===== config.mk =====
export PLATFORM = sky130hd
export DESIGN_NAME = sorted_insert_list
export DESIGN_NICKNAME = d
export VERILOG_FILES = /design/src/hw/rtl/sil_pkg.sv /design/src/hw/rtl/sil_cell.sv /design/src/hw/rtl/sorted_insert_list.sv
export SDC_FILE = /design/constraint.sdc
export NUM_CORES = 2
export LEC_CHECK = 0
export BUFFER_PORTS_ARGS = -buffer_cell sky130_fd_sc_hd__buf_4
export CORE_UTILIZATION = 65
export CTS_CLUSTER_DIAMETER = 80
export DETAILED_ROUTE_END_ITERATION = 10
export PLACE_DENSITY = 0.82
export RECOVER_POWER = 50
export SYNTH_ARGS = -nofsm -noshare
export SYNTH_HDL_FRONTEND = slang
export SYNTH_SLANG_ARGS = --single-unit

===== constraint.sdc =====
create_clock -name clk_i -period 5.8 [get_ports clk_i]
set_clock_uncertainty 0.15 [all_clocks]
set_input_delay 0.29 -clock clk_i [delete_from_list [all_inputs] [get_ports clk_i]]
set_output_delay 0.29 -clock clk_i [all_outputs]
set_load 0.01 [all_outputs]

===== src/hw/rtl/sil_pkg.sv =====
// ----------------------------------------------------------------------------
// sil_pkg
// Shared types and codes for the sorted insert list: request actions, result
// status codes, sequencer states and the control word broadcast to the cells.
// ----------------------------------------------------------------------------
package sil_pkg;

  localparam int unsigned ValW    = 32;
  localparam int unsigned ActionW = 2;
  localparam int unsigned StatusW = 3;

  typedef enum logic [ActionW-1:0] {
    ACT_INSERT = 2'd0,
    ACT_READ   = 2'd1,
    ACT_CLEAR  = 2'd2,
    ACT_NONE   = 2'd3
  } action_e;

  typedef enum logic [StatusW-1:0] {
    STS_INSERTED = 3'd0,
    STS_FULL     = 3'd1,
    STS_ELEMENT  = 3'd2,
    STS_EMPTY    = 3'd3,
    STS_CLEARED  = 3'd4
  } status_e;

  typedef enum logic {
    SEQ_IDLE,
    SEQ_READ
  } seq_state_e;

  // control broadcast to every cell in the chain
  typedef struct packed {
    logic                   ins;  // insert key in order
    logic                   rot;  // rotate occupied cells toward the head
    logic signed [ValW-1:0] key;  // value being inserted
  } cell_ctrl_t;

endpackage


===== src/hw/rtl/sil_cell.sv =====
// ----------------------------------------------------------------------------
// sil_cell
// One slot of the sorted chain. Compares the broadcast key against its value,
// shifts up on insert, and rotates toward the head during read out.
// ----------------------------------------------------------------------------
module sil_cell
  import sil_pkg::*;
(
  input  logic                   clk_i,
  input  cell_ctrl_t             ctrl_i,
  input  logic                   occ_i,       // this slot holds a value
  input  logic                   prev_ge_i,   // lower neighbor moves up
  input  logic signed [ValW-1:0] prev_val_i,
  input  logic                   next_occ_i,  // upper neighbor holds a value
  input  logic signed [ValW-1:0] next_val_i,
  input  logic signed [ValW-1:0] head_val_i,
  output logic signed [ValW-1:0] val_o,
  output logic                   ge_o         // slot is empty or value >= key
);

  logic signed [ValW-1:0] val_q, val_d;

  assign ge_o  = !occ_i || (val_q >= ctrl_i.key);
  assign val_o = val_q;

  always_comb begin
    val_d = val_q;
    if (ctrl_i.ins && ge_o) begin
      val_d = prev_ge_i ? prev_val_i : ctrl_i.key;
    end else if (ctrl_i.rot) begin
      // the topmost occupied slot wraps around to the old head
      val_d = next_occ_i ? next_val_i : head_val_i;
    end
  end

  always_ff @(posedge clk_i) begin
    val_q <= val_d;
  end

endmodule


===== src/hw/rtl/sorted_insert_list.sv =====
// ----------------------------------------------------------------------------
// sorted_insert_list
// Bounded ascending store of signed 32-bit values built as a chain of cells.
// ----------------------------------------------------------------------------
// channel  dir  tdata             tuser          tlast
// s_axis   in   value[31:0]       action[1:0]    -
// m_axis   out  item_value[31:0]  status[2:0]    last
//
// Insert, clear and empty read out register a result as the request is taken;
// the key is compared in every cell at once and the chain shifts in the same
// cycle. After the request, read out gives one value per cycle while the
// output register is free, rotating the chain through the head cell. A result
// waits in the output register; a request is taken when it is free and no
// read out runs. Reset empties the store (count only) and clears output valid.
// ----------------------------------------------------------------------------
module sorted_insert_list
  import sil_pkg::*;
#(
  parameter int unsigned CAPACITY = 32
) (
  input  logic          clk_i,
  input  logic          rst_ni,
  input  logic          s_axis_tvalid,
  output logic          s_axis_tready,
  input  logic [31:0]   s_axis_tdata,   // value[31:0]
  input  logic [1:0]    s_axis_tuser,   // action[1:0]
  output logic          m_axis_tvalid,
  input  logic          m_axis_tready,
  output logic [31:0]   m_axis_tdata,   // item_value[31:0]
  output logic [2:0]    m_axis_tuser,   // status[2:0]
  output logic          m_axis_tlast    // last
);

  localparam int unsigned CntW = $clog2(CAPACITY + 1);
  localparam int unsigned IdxW = $clog2(CAPACITY);

  seq_state_e             state_q, state_d;
  logic [CntW-1:0]        cnt_q, cnt_d;
  logic [IdxW-1:0]        idx_q, idx_d;
  logic                   ovld_q, ovld_d;
  logic signed [ValW-1:0] odata_q, odata_d;
  status_e                osts_q, osts_d;
  logic                   olast_q, olast_d;

  cell_ctrl_t             ctrl;
  logic [CAPACITY-1:0]    occ;
  logic [CAPACITY-1:0]    ge;
  logic signed [ValW-1:0] vals [CAPACITY];

  logic    slot_free;
  logic    req;
  action_e act;
  logic    full;

  assign slot_free = !ovld_q || m_axis_tready;
  assign act       = action_e'(s_axis_tuser);
  assign req       = s_axis_tvalid && s_axis_tready;
  assign full      = (cnt_q >= CntW'(CAPACITY));

  // chain of cells
  for (genvar i = 0; i < CAPACITY; i++) begin : g_cell
    assign occ[i] = (cnt_q > CntW'(i));
    if (i == 0) begin : g_head
      sil_cell u_cell (
        .clk_i,
        .ctrl_i     (ctrl),
        .occ_i      (occ[i]),
        .prev_ge_i  (1'b0),
        .prev_val_i (ctrl.key),
        .next_occ_i (occ[i+1]),
        .next_val_i (vals[i+1]),
        .head_val_i (vals[0]),
        .val_o      (vals[i]),
        .ge_o       (ge[i])
      );
    end else if (i == CAPACITY - 1) begin : g_tail
      sil_cell u_cell (
        .clk_i,
        .ctrl_i     (ctrl),
        .occ_i      (occ[i]),
        .prev_ge_i  (ge[i-1]),
        .prev_val_i (vals[i-1]),
        .next_occ_i (1'b0),
        .next_val_i (ctrl.key),
        .head_val_i (vals[0]),
        .val_o      (vals[i]),
        .ge_o       (ge[i])
      );
    end else begin : g_mid
      sil_cell u_cell (
        .clk_i,
        .ctrl_i     (ctrl),
        .occ_i      (occ[i]),
        .prev_ge_i  (ge[i-1]),
        .prev_val_i (vals[i-1]),
        .next_occ_i (occ[i+1]),
        .next_val_i (vals[i+1]),
        .head_val_i (vals[0]),
        .val_o      (vals[i]),
        .ge_o       (ge[i])
      );
    end
  end

  always_comb begin
    state_d       = state_q;
    cnt_d         = cnt_q;
    idx_d         = idx_q;
    ovld_d        = ovld_q && !m_axis_tready;
    odata_d       = odata_q;
    osts_d        = osts_q;
    olast_d       = olast_q;
    ctrl.ins      = 1'b0;
    ctrl.rot      = 1'b0;
    ctrl.key      = $signed(s_axis_tdata);
    s_axis_tready = 1'b0;

    case (state_q)
      SEQ_IDLE: begin
        s_axis_tready = slot_free;
        if (req) begin
          odata_d = '0;
          olast_d = 1'b1;
          case (act)
            ACT_INSERT: begin
              ovld_d = 1'b1;
              if (full) begin
                osts_d = STS_FULL;
              end else begin
                osts_d   = STS_INSERTED;
                ctrl.ins = 1'b1;
                cnt_d    = cnt_q + 1'b1;
              end
            end
            ACT_READ: begin
              if (cnt_q == '0) begin
                ovld_d = 1'b1;
                osts_d = STS_EMPTY;
              end else begin
                idx_d   = '0;
                state_d = SEQ_READ;
              end
            end
            ACT_CLEAR: begin
              ovld_d = 1'b1;
              osts_d = STS_CLEARED;
              cnt_d  = '0;
            end
            default: begin
            end
          endcase
        end
      end
      SEQ_READ: begin
        if (slot_free) begin
          ovld_d   = 1'b1;
          odata_d  = vals[0];
          osts_d   = STS_ELEMENT;
          olast_d  = (CntW'(idx_q) + 1'b1 == cnt_q);
          ctrl.rot = 1'b1;
          idx_d    = idx_q + 1'b1;
          if (olast_d) begin
            state_d = SEQ_IDLE;
          end
        end
      end
      default: begin
        state_d = SEQ_IDLE;
      end
    endcase
  end

  always_ff @(posedge clk_i or negedge rst_ni) begin
    if (!rst_ni) begin
      state_q <= SEQ_IDLE;
      cnt_q   <= '0;
      idx_q   <= '0;
      ovld_q  <= 1'b0;
    end else begin
      state_q <= state_d;
      cnt_q   <= cnt_d;
      idx_q   <= idx_d;
      ovld_q  <= ovld_d;
    end
  end

  always_ff @(posedge clk_i) begin
    odata_q <= odata_d;
    osts_q  <= osts_d;
    olast_q <= olast_d;
  end

  assign m_axis_tvalid = ovld_q;
  assign m_axis_tdata  = odata_q;
  assign m_axis_tuser  = osts_q;
  assign m_axis_tlast  = olast_q;

endmodule


=== Word level (Yosys, flattened, before mapping) ===
Index checks and enable logic that the tools add are counted.

* Add/sub/neg operators: 3
* Magnitude comparators: 65
* Equal/unequal tests: 10
* Mux-type cells: 163
* Bitwise logic cells: 1
* Reduce and logical (&&, ||, !) cells: 143

{| class="wikitable"
|+ Operator list
! operator !! count
|-
| 32-bit 2-to-1 mux || 128
|-
| 32-bit >= comparator || 32
|-
| 6-bit by 5-bit greater-than comparator with 1-bit output (second input constant) || 16
|-
| 2-bit nonzero test || 34
|-
| 32-bit one-hot mux with 2 select lines || 1
|-
| 6-bit by 4-bit greater-than comparator with 1-bit output (second input constant) || 8
|-
| 1-bit logical AND || 34
|-
| 1-bit zero test || 34
|-
| 1-bit logical OR || 33
|-
| 6-bit by 3-bit greater-than comparator with 1-bit output (second input constant) || 4
|-
| 5-bit 2-to-1 mux || 4
|-
| 1-bit 2-to-1 mux || 18
|-
| 6-bit by 1-bit greater-than comparator with 1-bit output (second input constant) || 2
|-
| 6-bit by 2-bit greater-than comparator with 1-bit output (second input constant) || 2
|-
| 6-bit one-hot mux with 2 select lines || 1
|-
| 4-bit AND reduction || 3
|-
| 5-bit one-hot mux with 2 select lines || 1
|-
| 3-bit 2-to-1 mux || 3
|-
| 3-bit one-hot mux with 3 select lines || 1
|-
| 1-bit one-hot mux with 2 select lines || 4
|-
| 5-bit by 1-bit adder with 6-bit output (second input constant) || 1
|-
| 6-bit by 1-bit adder with 6-bit output (second input constant) || 1
|-
| 6-bit equality test || 1
|-
| 6-bit >= comparator (second input constant) || 1
|-
| 14 further kinds || 18
|}

* Register bits after elaboration: 1073
* Input bits: 38
* Output and inout bits: 38
* Logic and storage cells: 424

=== Depth between registers and ports, before layout ===
* Depth after elaboration: 9
* Depth in mapped cells: 15
* Mapped depth without buffers: 10

=== Modules after synthesis ===
From an unflattened synthesis, not the netlist that was laid out.

* Cell total of the unflattened synthesis: 8733
* Area, all modules: 94182.8 um^2

{| class="wikitable"
|+ Modules (own cells, without submodules)
! module !! instances !! cells each !! area each (um^2) !! seq. area each (um^2)
|-
| sil_cell || 32 || 265 || 2860.2 || 960.9
|-
| sorted_insert_list || 1 || 253 || 2655.0 || 1406.3
|}

=== Worst setup path before layout ===
No wires, ideal clock.

* Path kind: input to register
* Start point: in s_axis_tdata[23]
* End point: reg g_cell[6].g_mid.u_cell.val_q[0], enable pin
* Library setup time: 466 ps
* Data arrival time: 5115 ps
* Data required time: 5184 ps
* Path slack: 69 ps
* Cell stages on the path: 12
* Path buffers: 3
* Cells stage by stage: clkbuf_1 clkbuf_1 inv_1 ha_1 and4_1 nand2_1 nor3_1 a21bo_2 a31oi_1 o21ai_2 buf_2 o21ai_0

* Longest elaborated chain between the ends: 4

{| class="wikitable"
|+ RTL lines
! element !! RTL line !! source
|-
| from (decl) || sorted_insert_list.sv:25 || <nowiki>input logic [31:0] s_axis_tdata,</nowiki>
|-
| 32-bit >= comparator || sil_cell.sv:23 || <nowiki>assign ge_o = !occ_i || (val_q >= ctrl_i.key);</nowiki>
|-
| 1-bit logical OR || sil_cell.sv:23 ||
|-
| 1-bit logical AND || sil_cell.sv:28 || <nowiki>if (ctrl_i.ins && ge_o) begin</nowiki>
|-
| 2-bit nonzero test (no source line) || - ||
|-
| to (signal assigned) || sil_cell.sv:37 || <nowiki>val_q <= val_d;</nowiki>
|-
| to (decl) || sil_cell.sv:21 || <nowiki>logic signed [ValW-1:0] val_q, val_d;</nowiki>
|}

No other way between the ends.
A chain may end at the register's enable or synchronous reset.

=== Final worst setup path ===
* Start point: reg state_q
* End point: reg g_cell[16].g_mid.u_cell.val_q[12], data pin

* Longest elaborated chain between the ends: 6

{| class="wikitable"
|+ RTL lines
! element !! RTL line !! source
|-
| from (decl) || sorted_insert_list.sv:37 || <nowiki>seq_state_e state_q, state_d;</nowiki>
|-
| from (signal assigned) || sorted_insert_list.sv:180 || <nowiki>state_q <= state_d;</nowiki>
|-
| 1-bit 2-to-1 mux || sorted_insert_list.sv:118 || <nowiki>case (state_q)</nowiki>
|-
| 1-bit logical AND || sorted_insert_list.sv:57 || <nowiki>assign req = s_axis_tvalid && s_axis_tready;</nowiki>
|-
| 1-bit 2-to-1 mux || sorted_insert_list.sv:121 || <nowiki>if (req) begin</nowiki>
|-
| 1-bit 2-to-1 mux (*) || sorted_insert_list.sv:118 ||
|-
| 1-bit logical AND (*) || sil_cell.sv:28 ||
|-
| 32-bit 2-to-1 mux (*) || sil_cell.sv:28 ||
|-
| named net g_cell[16].g_mid.u_cell.val_d[12] || sil_cell.sv:21 ||
|-
| to (signal assigned) || sil_cell.sv:37 ||
|-
| to (decl) || sil_cell.sv:21 ||
|}

The timed path passes the listed nets; every way through them passes the cells marked *.

==> results.toml <==
[status]
status = "finished, violations left"
violations = "DRC, capacitance limit, slew limit"

[synthesis]
yosys-top-cells-area = "edfxtp_1 36%, mux2i_1 26%, ha_1 14%, a21oi_1 2.6%, clkbuf_1 1.9%"
syn_nets = 9069
synth_flop_cell = "edfxtp_1"
synth-seq-cells = 1073
synth.largest_area_cell = "edfxtp_1"
synth-seq-area-share_pct = 36.3
synthArstFlopShare_pct = 1.21
synth-edff-count = 1060
ys_warn_count = 0
synth.distinct_cells = 85
synth_top_area_share_pct = 35.9
synthCells = 8031
avgSynthCellArea_sq_um = 11.0
synthesis.area_sq_mm = 0.0886

[timing]
setup_viol = 0
rsz0062_at_grt = "false"
worst_pin_slew_ns = 2.53
min_period_ns = 5.38
slew_headroom_pct = -69.0
fin_crit_sh_pct = 92.8
fmax_mhz = 186
finalHoldViolations = 0
slew_viol_final = 44
setup_tns_ns = 0

[power]
p_leak_nw = 48.2
power.density_mw_per_mm2 = 421
irDropWorstVdd_uv = 339
intPower_mw = 23.4
p_seq_share_pct = 38.2
switchingPower_mw = 16.8
p_comb_share_pct = 41.6
power.share.clock_pct = 20.2
swShare_pct = 41.8

[drt]
vias = 75500
dr.pass1.iters = 11
vias_per_cell = 7.70
wl_microns = 325000
drc_errors = 3
ant_nets = 0
drt_iter0_drc = 10300
wl_per_cell_microns = 33.2

[layout]
drive_gt1_share_pct = 9.90
final_cell_mix = "2291 x mux2i_1, 1060 x edfxtp_1, 1000 x ha_1"
final_common_cell = "mux2i_1"
fin_nets = 8940
final_cells = 9798
syn_to_final_growth_pct = 7.63

[grt]
grt_pass1_vias = 75300
grt_usage_pct = 46.3
top_usage_layer = "met2"
use_met3_pct = 16.1
overflow = 0
use_met1_pct = 54.9
grt_antenna_before_repair = 22
grtUsageMet2_pct = 69.0
grt_max_degree = 101
grt_pass1_wl_microns = 475000

[setup_path]
crit_chain = "clkbuf_1 -> and2b_1 -> nand2_1 -> nor3_2 -> buf_12 -> buf_4 -> nand2_2 -> clkbuf_2 -> mux2i_1"
rr_worst_depth = 9
max_stage_delay_ns = 0.95
worstSetupPathType = "reg2reg"
start_kind = "register"
critPathArrivalTime_ns = 5.74
required_ns = 6.16
critPathCaptureType = "register"
rrSetupSlack_ns = 0.42
cp.depth = 9
crit_buf_inv = 4
crit_family = "buffers and inverters"
cp_slowest_cell = "clkbuf_1"
cp_max_fo = 62
r2r-end = "g_cell[16].g_mid.u_cell.val_o[12]$_DFFE_PP_"
timing.rr.start = "state_q$_DFF_PN0_"

[hold_path]
hold_start = "s_axis_tdata[24]"
worstHoldEndpoint = "g_cell[5].g_mid.u_cell.val_o[24]$_DFFE_PP_"
worstHoldPathCells = 4
hold_path.class = "in2reg"

[floorplan]
start_util_pct = 65.5
dieArea_sq_mm = 0.138
coreArea_sq_mm = 0.135
rows = 135
io_pins = 76
die_w_microns = 371
die_y_microns = 371

[placement]
gp_congestion = 0.993
portBuffers = 75
dp_hpwl_microns = 218000
place_inst = 9542

[cts]
cts_resized = 0
clock-sinks = 1073
h-tree-depth = 4
clk_latency_ns = 0.83
clock-root-buffer = "clkbuf_16"
numCtsBuffers = 130
path_clk_slew_ns = 0.06
cts_tree = "built"
cts_buffer_depth = 3

[flow_run]
max-cap-violations = 1
-- sequential cells by signal, indices dropped and copies added (netlist names) --
register / cells
m_axis_tdata: 32
g_cell.g_head.u_cell.val_o: 32
m_axis_tuser: 3
m_axis_tvalid: 1
idx_q: 5
g_cell.g_tail.u_cell.val_o: 32
g_cell.g_mid.u_cell.val_o: 960
m_axis_tlast: 1
cnt_q: 6
state_q: 1
-- per-stage QoR --
| step | total power [mW] | util [%] | cell area, sq um | setup WS, ns | hold slack [ns] |
|---|---|---|---|---|---|
| after floorplan | 25.0 | - | 88600 | 0.0691 | -0.156 |
| after global placement | 30.3 | 67.7 | 91500 | 1.23 | -0.00589 |
| after detailed placement | 31.2 | 67.7 | 91500 | 1.12 | -0.00462 |
| after CTS | 39.3 | 70.7 | 95600 | 1.37 | 0.00758 |
| after global routing | 41.6 | 70.5 | 95300 | 0.528 | 0.0450 |
| final | 40.1 | 70.5 | 95400 | 0.420 | 0.0662 |
-- synth_stat cells (all sizes together), types with 101 or more instances --
cell / count
nand3: 218
o21ai: 319
a31oi: 166
a221oi: 101
nand4: 264
clkbuf: 455
buf: 212
ha: 1000
a21o: 120
a21oi: 470
mux2i: 2311
nor2: 169
nor2b: 146
edfxtp: 1060
nand2: 259
-- worst register-to-register path: cells and delay by family (launching register included) --
kind	cells	cell delay [ns]
simple gates	4	1.76
flops	1	0.36
buf+inv	4	2.48
mux	1	0.33
-- worst max path at each step --
stage	from	to	slack (ns)
6_report	state_q$_DFF_PN0_	g_cell[16].g_mid.u_cell.val_o[12]$_DFFE_PP_	0.42
5_1_grt	state_q$_DFF_PN0_	g_cell[16].g_mid.u_cell.val_o[30]$_DFFE_PP_	0.53
4_1_cts	s_axis_tdata[5]	g_cell[22].g_mid.u_cell.val_o[20]$_DFFE_PP_	1.37
3_5_place_dp	s_axis_tdata[5]	g_cell[24].g_mid.u_cell.val_o[11]$_DFFE_PP_	1.12
3_3_place_gp	s_axis_tdata[5]	g_cell[6].g_mid.u_cell.val_o[17]$_DFFE_PP_	1.23
2_1_floorplan	s_axis_tdata[23]	g_cell[6].g_mid.u_cell.val_o[0]$_DFFE_PP_	0.07
-- power groups by stage --
stage / registers [mW] / clock network (mW) / logic (mW)
after floorplan: 13.9 / 0 / 11.1
after global placement: 15.2 / 0 / 15.0
after detailed placement: 15.2 / 0 / 16.0
after CTS: 15.1 / 8.04 / 16.1
after global routing: 15.4 / 8.34 / 17.8
final: 15.3 / 8.10 / 16.7
-- cell type report --
class | count | area (sq um)
diodes | 19 | 47.5
clock buffers | 164 | 3380
clock inverters | 64 | 629
fillers | 9768 | 39900
inverters | 97 | 364
multi-input cells | 6194 | 53600
flip-flops and latches | 1073 | 32200
well taps | 1781 | 2230
repair buffers | 406 | 2960
-- cell families (layout without fill, tap and decap cells) --
group           Yosys count  in the layout  synth area share (%)
other cells               0             19                     0
mux                    2407           2407                  27.5
fa+ha+maj              1000           1000                  14.1
flops                  1073           1073                  36.3
simple gates           1331           1331                  8.10
buf+inv                 764            731                  3.66
xor+xnor                  7              7                0.0692
compound gates         1449           1449                  10.3
-- what timing repair did --
| action | in CTS | in global routing |
|---|---|---|
| hold buffers | 9 | 0 |
| setup buffers | 0 | 0 |
| hold endpoints to repair | 36 | 0 |
-- per-layer routing --
metal  up-vias  wire length [microns]
met1     36100                 112000
met3      2016                  44300
met4        30                  28900
li1      31100                      -
met2      6221                 139000
met5         -                    910
Power figures use the tool's default switching activity.
